### src/sv/tepd_pkg.sv
// ============================================================================
// tepd_pkg: shared types and constants for the tilt estimate / PID duty block
// Holds the default parameter values, fixed-point constants, configuration
// register indexes, the CORDIC arctangent table, and the control structs.
// ============================================================================
`default_nettype none

package tepd_pkg;

    // Default values for the top-level parameters.
    localparam int FILTER_SHIFT_DEF = 6;
    localparam int DERIV_LAG_DEF    = 4;
    localparam int DUTY_MAX_DEF     = 2000;
    localparam int CORDIC_ITERS_DEF = 16;

    // Field widths fixed by the interface.
    localparam int SAMPLE_W    = 32;
    localparam int ANGLE_W     = 32;
    localparam int DUTY_LVL_W  = 11;
    localparam int CFG_IDX_W   = 2;
    localparam int CFG_DATA_W  = 25;
    localparam int TARGET_W    = 25;
    localparam int GAIN_W      = 24;
    localparam int ACCUM_W     = 48;

    // Configuration register indexes.
    localparam logic [CFG_IDX_W-1:0] CFG_TARGET = 2'd0;
    localparam logic [CFG_IDX_W-1:0] CFG_GAIN_P = 2'd1;
    localparam logic [CFG_IDX_W-1:0] CFG_GAIN_I = 2'd2;
    localparam logic [CFG_IDX_W-1:0] CFG_GAIN_D = 2'd3;

    // Reset values of the configuration registers.
    localparam logic [GAIN_W-1:0] GAIN_P_RST = 24'd51200;
    localparam logic [GAIN_W-1:0] GAIN_I_RST = 24'd384;
    localparam logic [GAIN_W-1:0] GAIN_D_RST = 24'd4608000;

    // Fixed-point constants (Q15 scale).
    localparam logic signed [24:0] BLEND_KEEP_Q15 = 25'sd32735;
    localparam logic signed [24:0] DT_Q15         = 25'sd328;
    localparam logic signed [31:0] DEG90_Q15      = 32'sd2949120;
    localparam logic signed [25:0] DEG180_Q15     = 26'sd5898240;

    // The CORDIC never runs more steps than the table holds.
    localparam int ATAN_ENTRIES = 24;
    localparam int ATAN_IDX_W   = 5;
    localparam int ATAN_W       = 21;

    // Arctangent of 2^-i in degrees, Q15.
    function automatic logic [ATAN_W-1:0] atan_deg(input logic [ATAN_IDX_W-1:0] idx);
        logic [ATAN_W-1:0] val;
        case (idx)
            5'd0:    val = 21'd1474560;
            5'd1:    val = 21'd870484;
            5'd2:    val = 21'd459940;
            5'd3:    val = 21'd233473;
            5'd4:    val = 21'd117189;
            5'd5:    val = 21'd58653;
            5'd6:    val = 21'd29333;
            5'd7:    val = 21'd14667;
            5'd8:    val = 21'd7334;
            5'd9:    val = 21'd3667;
            5'd10:   val = 21'd1833;
            5'd11:   val = 21'd917;
            5'd12:   val = 21'd458;
            5'd13:   val = 21'd229;
            5'd14:   val = 21'd115;
            5'd15:   val = 21'd57;
            5'd16:   val = 21'd29;
            5'd17:   val = 21'd14;
            5'd18:   val = 21'd7;
            5'd19:   val = 21'd4;
            5'd20:   val = 21'd2;
            5'd21:   val = 21'd1;
            default: val = 21'd0;
        endcase
        return val;
    endfunction

    // Commands from the controller to the datapath.
    typedef struct packed {
        logic load;
        logic filt;
        logic cinit;
        logic citer;
        logic blend1;
        logic blend2;
        logic calc_err;
        logic mul_p;
        logic mul_d;
        logic mul_i;
        logic accum;
        logic div_step;
        logic cap;
        logic mul_lo;
        logic mul_hi;
        logic sum;
        logic out_load;
    } tepd_cmd_t;

    // Status from the datapath to the controller.
    typedef struct packed {
        logic cord_zero;
        logic cord_last;
        logic div_last;
        logic out_free;
    } tepd_stat_t;

endpackage

`default_nettype wire

### src/sv/tepd_ctrl.sv
// ============================================================================
// tepd_ctrl: sequencer for the tilt estimate / PID duty block
// Steps one sample word through filter, CORDIC, blend, PID multiplies,
// integral cap division and output, issuing one command per state.
// ============================================================================
`default_nettype none

module tepd_ctrl (
    input  wire                 aclk,
    input  wire                 aresetn,
    input  wire                 s_valid,
    output logic                s_ready,
    input  tepd_pkg::tepd_stat_t stat,
    output tepd_pkg::tepd_cmd_t  cmd
);

    typedef enum logic [16:0] {
        ST_IDLE   = 17'd1,
        ST_FILT   = 17'd2,
        ST_CINIT  = 17'd4,
        ST_CITER  = 17'd8,
        ST_BLND1  = 17'd16,
        ST_BLND2  = 17'd32,
        ST_ERR    = 17'd64,
        ST_MULP   = 17'd128,
        ST_MULD   = 17'd256,
        ST_MULI   = 17'd512,
        ST_ACCUM  = 17'd1024,
        ST_DIVIDE = 17'd2048,
        ST_CAP    = 17'd4096,
        ST_MULLO  = 17'd8192,
        ST_MULHI  = 17'd16384,
        ST_SUM    = 17'd32768,
        ST_DONE   = 17'd65536
    } state_t;

    state_t state_reg, state_next;

    // Next-state logic and command decode.
    always_comb begin
        state_next = state_reg;
        cmd        = '0;
        case (state_reg)
            ST_IDLE: begin
                cmd.load = s_valid;
                if (s_valid) begin
                    state_next = ST_FILT;
                end
            end
            ST_FILT: begin
                cmd.filt   = 1'b1;
                state_next = ST_CINIT;
            end
            ST_CINIT: begin
                cmd.cinit = 1'b1;
                // A zero vector skips the rotation altogether.
                if (stat.cord_zero) begin
                    state_next = ST_BLND1;
                end else begin
                    state_next = ST_CITER;
                end
            end
            ST_CITER: begin
                cmd.citer = 1'b1;
                if (stat.cord_last) begin
                    state_next = ST_BLND1;
                end
            end
            ST_BLND1: begin
                cmd.blend1 = 1'b1;
                state_next = ST_BLND2;
            end
            ST_BLND2: begin
                cmd.blend2 = 1'b1;
                state_next = ST_ERR;
            end
            ST_ERR: begin
                cmd.calc_err = 1'b1;
                state_next   = ST_MULP;
            end
            ST_MULP: begin
                cmd.mul_p  = 1'b1;
                state_next = ST_MULD;
            end
            ST_MULD: begin
                cmd.mul_d  = 1'b1;
                state_next = ST_MULI;
            end
            ST_MULI: begin
                cmd.mul_i  = 1'b1;
                state_next = ST_ACCUM;
            end
            ST_ACCUM: begin
                cmd.accum  = 1'b1;
                state_next = ST_DIVIDE;
            end
            ST_DIVIDE: begin
                cmd.div_step = 1'b1;
                if (stat.div_last) begin
                    state_next = ST_CAP;
                end
            end
            ST_CAP: begin
                cmd.cap    = 1'b1;
                state_next = ST_MULLO;
            end
            ST_MULLO: begin
                cmd.mul_lo = 1'b1;
                state_next = ST_MULHI;
            end
            ST_MULHI: begin
                cmd.mul_hi = 1'b1;
                state_next = ST_SUM;
            end
            ST_SUM: begin
                cmd.sum    = 1'b1;
                state_next = ST_DONE;
            end
            ST_DONE: begin
                // Wait here until the output register has room.
                cmd.out_load = stat.out_free;
                if (stat.out_free) begin
                    state_next = ST_IDLE;
                end
            end
            default: begin
                state_next = ST_IDLE;
            end
        endcase
    end

    assign s_ready = (state_reg == ST_IDLE);

    // State register.
    always_ff @(posedge aclk) begin
        if (!aresetn) begin
            state_reg <= ST_IDLE;
        end else begin
            state_reg <= state_next;
        end
    end

endmodule

`default_nettype wire

### config.mk
export PLATFORM = sky130hd
export DESIGN_NAME = tepd_ctrl
export DESIGN_NICKNAME = d
export VERILOG_FILES = /design/src/sv/tepd_pkg.sv /design/src/sv/tepd_ctrl.sv
export SDC_FILE = /design/constraint.sdc
export NUM_CORES = 1
export LEC_CHECK = 0
export ABC_AREA = 1
export ABC_CLOCK_PERIOD_IN_PS = 1500
export BUFFER_PORTS_ARGS = -buffer_cell sky130_fd_sc_hd__buf_2
export CAP_MARGIN = 0
export CORE_UTILIZATION = 40
export CTS_CLUSTER_DIAMETER = 100
export DETAILED_ROUTE_END_ITERATION = 12
export GPL_ROUTABILITY_DRIVEN = 0
export PLACE_DENSITY = 0.68
export SETUP_SLACK_MARGIN = 0.2
export SLEW_MARGIN = 20
export SYNTH_ARGS = -nofsm -noshare
export SYNTH_HDL_FRONTEND = slang
export SYNTH_SLANG_ARGS = --single-unit
### constraint.sdc
create_clock -name aclk -period 1.5 [get_ports aclk]
set_input_delay 0.075 -clock aclk [delete_from_list [all_inputs] [get_ports aclk]]
set_output_delay 0.075 -clock aclk [all_outputs]
set_load 0.05 [all_outputs]
==> impl_metrics.toml, run 1 <==
[clock_tree]
cts_buffers = 3
clockRootBuffer = "clkbuf_4"
clk_path_buf_depth = 2
cts_tree = "done"
clk_latency_ns = 0.31
cts_hold_buf = 0
h-tree-depth = 1
clk_pin_slew_worst_paths_ns = 0.11
cts.sinks = 17

[layout]
drive_above_1_share = 0.6724
syn_to_final_growth_pct = 79.33
stdcell_area_sq_um = 2138
antenna_cells = 0
fin_cells = 263
largest_reg_flops = 17
final_nets = 240

[power]
p_sw_uw = 1116
p_clk_frac = 0.116
power.leakage_uw = 0.0009776
p_per_area_nw_per_um2 = 1105
total_power_uw = 2364
comb_power_share = 0.658
switching_share = 0.4720
internal_power_uw = 1248
seqPwrFrac = 0.226
vdd_drop_max_uv = 1472

[timing]
worst_pin_slew_ns = 0.3530
fin_hold_ws_ns = 0.05940
finalMaxSlewViolations = 0
finalHoldViolCount = 0
fmax_mhz = 590.8
post-route-period-util = 1.128
setup_viol = 31
min_period_ns = 1.693
slew_headroom = 0.7631
worst_clock_skew_ns = 0.007179
rsz0062_at_grt = "yes"
fin_ws_ns = -0.1925
tns_ns = -4.006

[floorplan]
die_y_um = 56.60
dieWidth_um = 56.60
die_area_sq_um = 3204
start_util = 0.4287
ios = 25
core_sq_um = 2781
std_cell_rows = 19

[synth]
yosysMostFrequentCell = "inv_1"
yosysTopAreaCell = "dfxtp_1"
yosysTopAreaCellShare = 0.2854
synth_area_leaders = "dfxtp_1 (29%), inv_1 (10%), nor2_1 (8.8%)"
synthArstFlopShare = 0
synth.avg_cell_area_sq_um = 6.814
syn_area_sq_um = 1192
synthTopCellsByCount = "inv_1 (32), nor2_1 (28), nand2_1 (21), dfxtp_1 (17), nand3_1 (17)"
yosysWarnings = 0
ys_types = 23
ys_seq_area_frac = 0.2854
synth_edf_count = 0
syn_inst = 175
syn-num-nets = 182
ys.flop_type = "dfxtp_1"
ys_ff_latch = 17

[placement]
dp_cells = 233
port_buffers = 24
dpl_cell_area_sq_um = 1456
place.detailed.hpwl_um = 2210

[global_route]
grt.overflow.total = 0
grt_max_degree = 13
antenna_found_initial = 0
grt.total_usage = 0.2151
grt_pass1_wl_um = 5409
grt_pass1_vias = 1232

[detailed_routing]
wl_per_cell_um = 15.54
drtAntennaViolNets = 0
dr.pass1.iters = 6
drc = 0
wirelength_um = 4086
drtIter0Drc = 66
via_per_inst = 5.350
vias = 1407

[worst_setup_path]
worstPathMaxFanout = 3
startpoint_type = "flip-flop"
criticalPathCategory = "flip-flop to output port"
setup.worst_path.end_class = "output port"
crit_arrival_ns = 1.62
cp.required_ns = 1.42

[run_status]
failed_checks = "setup timing"
status = "finished, violations left"

[hold_path]
hold_path_class = "input pin to flip-flop"

[flow_run]
cap_violations = 0
[power groups by stage]
stage                     clock (uW)  combinational, uW  sequential [uW]
after floorplan                    0                761              530
after global placement             0                905              527
after detailed placement           0                918              529
after CTS                        270               1310              532
after global routing             287               1630              539
final                            274               1550              535
[metrics by stage]
step / setup WS [ns] / utilization
2_1_floorplan: 0.1409 / -
3_3_place_gp: -0.04855 / 0.5236
3_5_place_dp: -0.1051 / 0.5236
4_1_cts: -0.09058 / 0.6914
5_1_grt: -0.2597 / 0.7688
6_report: -0.1925 / 0.7688
[cell type report]
type,instances,area [sq um]
tap,31,38.79
clock buffer,4,26.28
multi-input combinational,113,959.7
sequential,17,361.6
timing repair buffer,54,560.5
fill,180,643.1
inverter,44,191.4
[worst max-delay path, stage by stage (launching register included)]
cell and delay (ns):
dfxtp_4 0.37, nor2_4 0.14, buf_4 0.13, nand2_1 0.10
nor2_4 0.17, nand3_2 0.16, inv_2 0.08, buf_6 0.15
[cells by family after synthesis]
kind of cell,count (synthesis),synth area share
flip-flops,17,0.2854
AO/OA/AOI/OAI,6,0.02518
AND/OR/NAND/NOR,106,0.5373
buffers and inverters,46,0.1521
[timing repair]
item,4_1_cts,5_1_grt
cloned,1,1
pin swaps,11,15
gates resized for setup,85,28
endpoints found under the setup margin,32,33
setup buffers,15,9
[worst paths after layout]
| check | start | end | slack (ns) | cells past startpoint |
|---|---|---|---|---|
| setup / recovery | state_reg[8]$_SDFFE_PN0P_ | cmd[5] | -0.19 | 7 |
| hold / removal | stat[3] | state_reg[3]$_SDFFE_PN0P_ | 0.06 | 4 |
| setup reg to reg | state_reg[12]$_SDFFE_PN0P_ | state_reg[16]$_SDFFE_PN0P_ | -0.14 | 9 |
| hold reg to reg | state_reg[9]$_SDFFE_PN0P_ | state_reg[10]$_SDFFE_PN0P_ | 0.61 | 4 |
[placed cells by master, fill, tap and decap left out, types with 2 or more instances in the layout]
cell	n
nand3b_1	2
buf_8	13
o21ai_1	2
nand3_4	9
nor2_4	18
buf_2	6
nand2_4	6
nand4_4	3
nand3_2	13
nor2_1	20
and2_1	2
clkinvlp_4	7
dfxtp_2	14
nand2_1	17
nand2_2	2
buf_6	8
clkbuf_4	3
nor2_2	4
buf_4	24
inv_1	20
inv_2	17
buf_12	2
a21oi_1	3
dfxtp_1	2
nand3_1	5
[routing by layer]
layer | global-route usage | up-vias | part of all wire | wire [um]
met3 | 0.04839 | 30 | 0.058 | 235
li1 | - | 648 | - | -
met4 | 0.06969 | 0 | 0.055 | 225
met2 | 0.3782 | 59 | 0.51 | 2089
met5 | 0 | - | 0 | 0
met1 | 0.2564 | 670 | 0.38 | 1536
Power figures use the tool's default switching activity.
==> run 2: changes to the inputs <==
--- a/config.mk
+++ b/config.mk
@@ -9,11 +9,13 @@
 export ABC_CLOCK_PERIOD_IN_PS = 1500
 export BUFFER_PORTS_ARGS = -buffer_cell sky130_fd_sc_hd__buf_2
 export CAP_MARGIN = 0
-export CORE_UTILIZATION = 40
+export CELL_PAD_IN_SITES_DETAIL_PLACEMENT = 2
+export CELL_PAD_IN_SITES_GLOBAL_PLACEMENT = 2
+export CORE_UTILIZATION = 29
 export CTS_CLUSTER_DIAMETER = 100
 export DETAILED_ROUTE_END_ITERATION = 12
 export GPL_ROUTABILITY_DRIVEN = 0
-export PLACE_DENSITY = 0.68
+export PLACE_DENSITY = 0.85
 export SETUP_SLACK_MARGIN = 0.2
 export SLEW_MARGIN = 20
 export SYNTH_ARGS = -nofsm -noshare
==> run 2 against run 1 <==
The run now fails in 4_1_cts. Area after synthesis unchanged. Synthesized cell count is the same.
==> impl_metrics.toml, run 2 <==
[synth]
ys_seq_area_frac = 0.2854
synthSimpleGateAreaFrac = 0.5373
ys_types = 23
yosysTopAreaCellShare = 0.2854
yosysMostFrequentCell = "inv_1"
yosysWarnings = 0
synth_compound_area_frac = 0.02518
synth_xor_area_frac = 0
syn_area_sq_um = 1192
synth.avg_cell_area_sq_um = 6.814
ys_ff_latch = 17
synthArstFlopShare = 0
yosysTopAreaCell = "dfxtp_1"
synth_area_leaders = "dfxtp_1 (29%), inv_1 (10%), nor2_1 (8.8%)"
synthAdderAreaFrac = 0
synthMuxAreaShare = 0
syn-num-nets = 182
syn_inst = 175
synth_edf_count = 0
synthTopCellsByCount = "inv_1 (32), nor2_1 (28), nand2_1 (21), dfxtp_1 (17), nand3_1 (17)"
ys.flop_type = "dfxtp_1"
synth_top_family_by_area = "simple AND/OR/NAND/NOR gates"

[floorplan]
start_util = 0.3139
dieWidth_um = 66.12
die_y_um = 66.12
std_cell_rows = 22
ios = 25

[clock_tree]
clockRootBuffer = "clkbuf_8"
cts.sinks = 17
cts_hold_buf = 0
clk_path_buf_depth = 2
cts_buffers = 3
cts_setup_buffers = 20
post_cts_resize_count = 97
h-tree-depth = 1

[run_status]
haltStage = "4_1_cts"
error_line = "[ERROR DPL-0033] detailed placement checks failed during check placement."
status = "aborted with a tool error"

[placement]
place_ws_ns = -0.1799
place.detailed.hpwl_um = 3412
port_buffers = 24
dp_cells = 264
## run 2: cell counts after synthesis
Identical to the previous run, type by type.
## run 2: logic make-up after synthesis
logic type	after synthesis
flip-flops	17
buffers and inverters	46
AO/OA/AOI/OAI	6
AND/OR/NAND/NOR	106
## run 2: metrics by stage
stage,TNS (ns),area [sq um]
detailed placement,-1.845,1583
global placement,-0.7073,1583
floorplan,0,1276
==> run 3: changes to the inputs <==
--- a/config.mk
+++ b/config.mk
@@ -9,14 +9,10 @@
 export ABC_CLOCK_PERIOD_IN_PS = 1500
 export BUFFER_PORTS_ARGS = -buffer_cell sky130_fd_sc_hd__buf_2
 export CAP_MARGIN = 0
-export CELL_PAD_IN_SITES_DETAIL_PLACEMENT = 2
-export CELL_PAD_IN_SITES_GLOBAL_PLACEMENT = 2
-export CORE_UTILIZATION = 29
-export CTS_CLUSTER_DIAMETER = 100
+export CORE_UTILIZATION = 25
 export DETAILED_ROUTE_END_ITERATION = 12
 export GPL_ROUTABILITY_DRIVEN = 0
-export PLACE_DENSITY = 0.85
-export SETUP_SLACK_MARGIN = 0.2
+export PLACE_DENSITY_LB_ADDON = 0.15
 export SLEW_MARGIN = 20
 export SYNTH_ARGS = -nofsm -noshare
 export SYNTH_HDL_FRONTEND = slang
==> run 3 against run 2 <==
The flow now finishes, with violations (DRC, setup timing).
==> impl_metrics.toml, run 3 (synthesis gave the netlist of run 1 again) <==
[layout]
stdcell_area_sq_um = 2307
fillCellCount = 415
final_nets = 263
largest_reg_flops = 17
multi_input_area_sq_um = 922.1
drive_above_1_share = 0.6980
syn_to_final_growth_pct = 93.49
final_common_cell = "buf_4"
layout.cells.most_common_list = "buf_4 (44), inv_1 (21), nor2_4 (18), inv_2 (18), nor2_1 (18)"
regArea_sq_um = 355.3
antenna_cells = 0

[global_route]
grt_pass1_wl_um = 5940
grt.total_usage = 0.1507
antenna_found_initial = 0
grt.overflow.total = 0
grt_pass1_vias = 1313
grt_max_degree = 13

[timing]
fin_hold_ws_ns = 0.1117
finalHoldViolCount = 0
min_period_ns = 1.561
tns_ns = -0.3982
setup_viol = 16
slew_headroom = 0.7769
rsz0062_at_grt = "yes"
fmax_mhz = 640.8
worst_pin_slew_ns = 0.3335
post-route-period-util = 1.040
fin_ws_ns = -0.06066
worst_clock_skew_ns = 0.002646
finalMaxSlewViolations = 0

[run_status]
failed_checks = "DRC, setup timing"
status = "finished, violations left"

[worst_setup_path]
cp.required_ns = 1.42
crit_arrival_ns = 1.49
startpoint_type = "flip-flop"
reg2reg_setup_slack_ns = -0.01
setup.worst_path.end_class = "output port"
worstPathMaxFanout = 5
criticalPathCategory = "flip-flop to output port"

[floorplan]
ios = 25
die_area_sq_um = 5050
die_y_um = 71.06
std_cell_rows = 24
dieWidth_um = 71.06
start_util = 0.2665
core_sq_um = 4474

[placement]
dpl_cell_area_sq_um = 1564
place.detailed.hpwl_um = 2433
port_buffers = 24

[detailed_routing]
via_per_inst = 4.287
wl_per_cell_um = 12.15
dr.pass1.iters = 8
drc = 2
vias = 1316
wirelength_um = 3731
drtIter0Drc = 44
drtAntennaViolNets = 0

[clock_tree]
cts_hold_buf = 0
clk_path_buf_depth = 2
cts.sinks = 17
cts_tree = "done"
h-tree-depth = 1
clk_pin_slew_worst_paths_ns = 0.07
clk_latency_ns = 0.25
cts_buffers = 3
clockRootBuffer = "clkbuf_8"

[hold_path]
hold_path_class = "input pin to flip-flop"

[power]
power.leakage_uw = 0.001145
p_per_area_nw_per_um2 = 1088
vdd_drop_max_uv = 494.3

[flow_run]
cap_violations = 0
[run 3: path summary, 6_finish.rpt]
| check | start | to | depth (start not counted) |
|---|---|---|---|
| worst max register to register | state_reg[15]$_SDFFE_PN0P_ | state_reg[0]$_SDFFE_PN1P_ | 10 |
| worst min-delay path | stat[3] | state_reg[3]$_SDFFE_PN0P_ | 4 |
| worst min register to register | state_reg[9]$_SDFFE_PN0P_ | state_reg[9]$_SDFFE_PN0P_ | 4 |
| worst max-delay path | state_reg[0]$_SDFFE_PN1P_ | cmd[12] | 8 |
[run 3: timing repair]
action / 4_1_cts / 5_1_grt
buffers inserted: 16 / 13
setup endpoints to repair: 29 / 31
pin swaps: 18 / 17
resized for setup: 92 / 42
[run 3: area by class of cell]
| cell class | instances | area share |
|---|---|---|
| Clock buffer | 4 | 0.01952 |
| Inverter | 44 | 0.07701 |
| Multi-Input combinational cell | 112 | 0.3997 |
| Sequential cell | 17 | 0.1540 |
| Tap cell | 52 | 0.02820 |
| Timing Repair Buffer | 78 | 0.3216 |
[run 3: through the flow]
step / instances / total power, uW / util / setup slack (ns)
after floorplan: 175 / 1196 / - / -0.04685
after global placement: 274 / 1468 / 0.3496 / -0.09238
after detailed placement: 274 / 1465 / 0.3496 / -0.1224
after CTS: 294 / 2159 / 0.4516 / -0.06862
after global routing: 307 / 2660 / 0.5157 / -0.1297
final: 307 / 2509 / 0.5157 / -0.06066
[run 3: metal layers]
layer | GRT usage | vias up | part of all wire
met4 | 0.04000 | 0 | 0.0094
met2 | 0.2735 | 16 | 0.54
met3 | 0.01709 | 5 | 0.016
met5 | 0 | - | 0
met1 | 0.1887 | 600 | 0.43
li1 | - | 695 | -
[run 3: critical path, cell delays in order, from the launching register on]
cell	delay, ns
dfxtp_2	0.34
nor2_4	0.15
nand2_4	0.08
nor2_4	0.10
buf_12	0.14
buf_6	0.11
nand3_2	0.09
inv_2	0.08
buf_8	0.14
[run 3: report_power, final]
part	switching (uW)	internal (uW)	leakage, uW
Sequential	40.4	497	0.000143
Combinational	880	739	0.000979
Clock	165	189	0.0000228
Total	1080	1420	0.00114
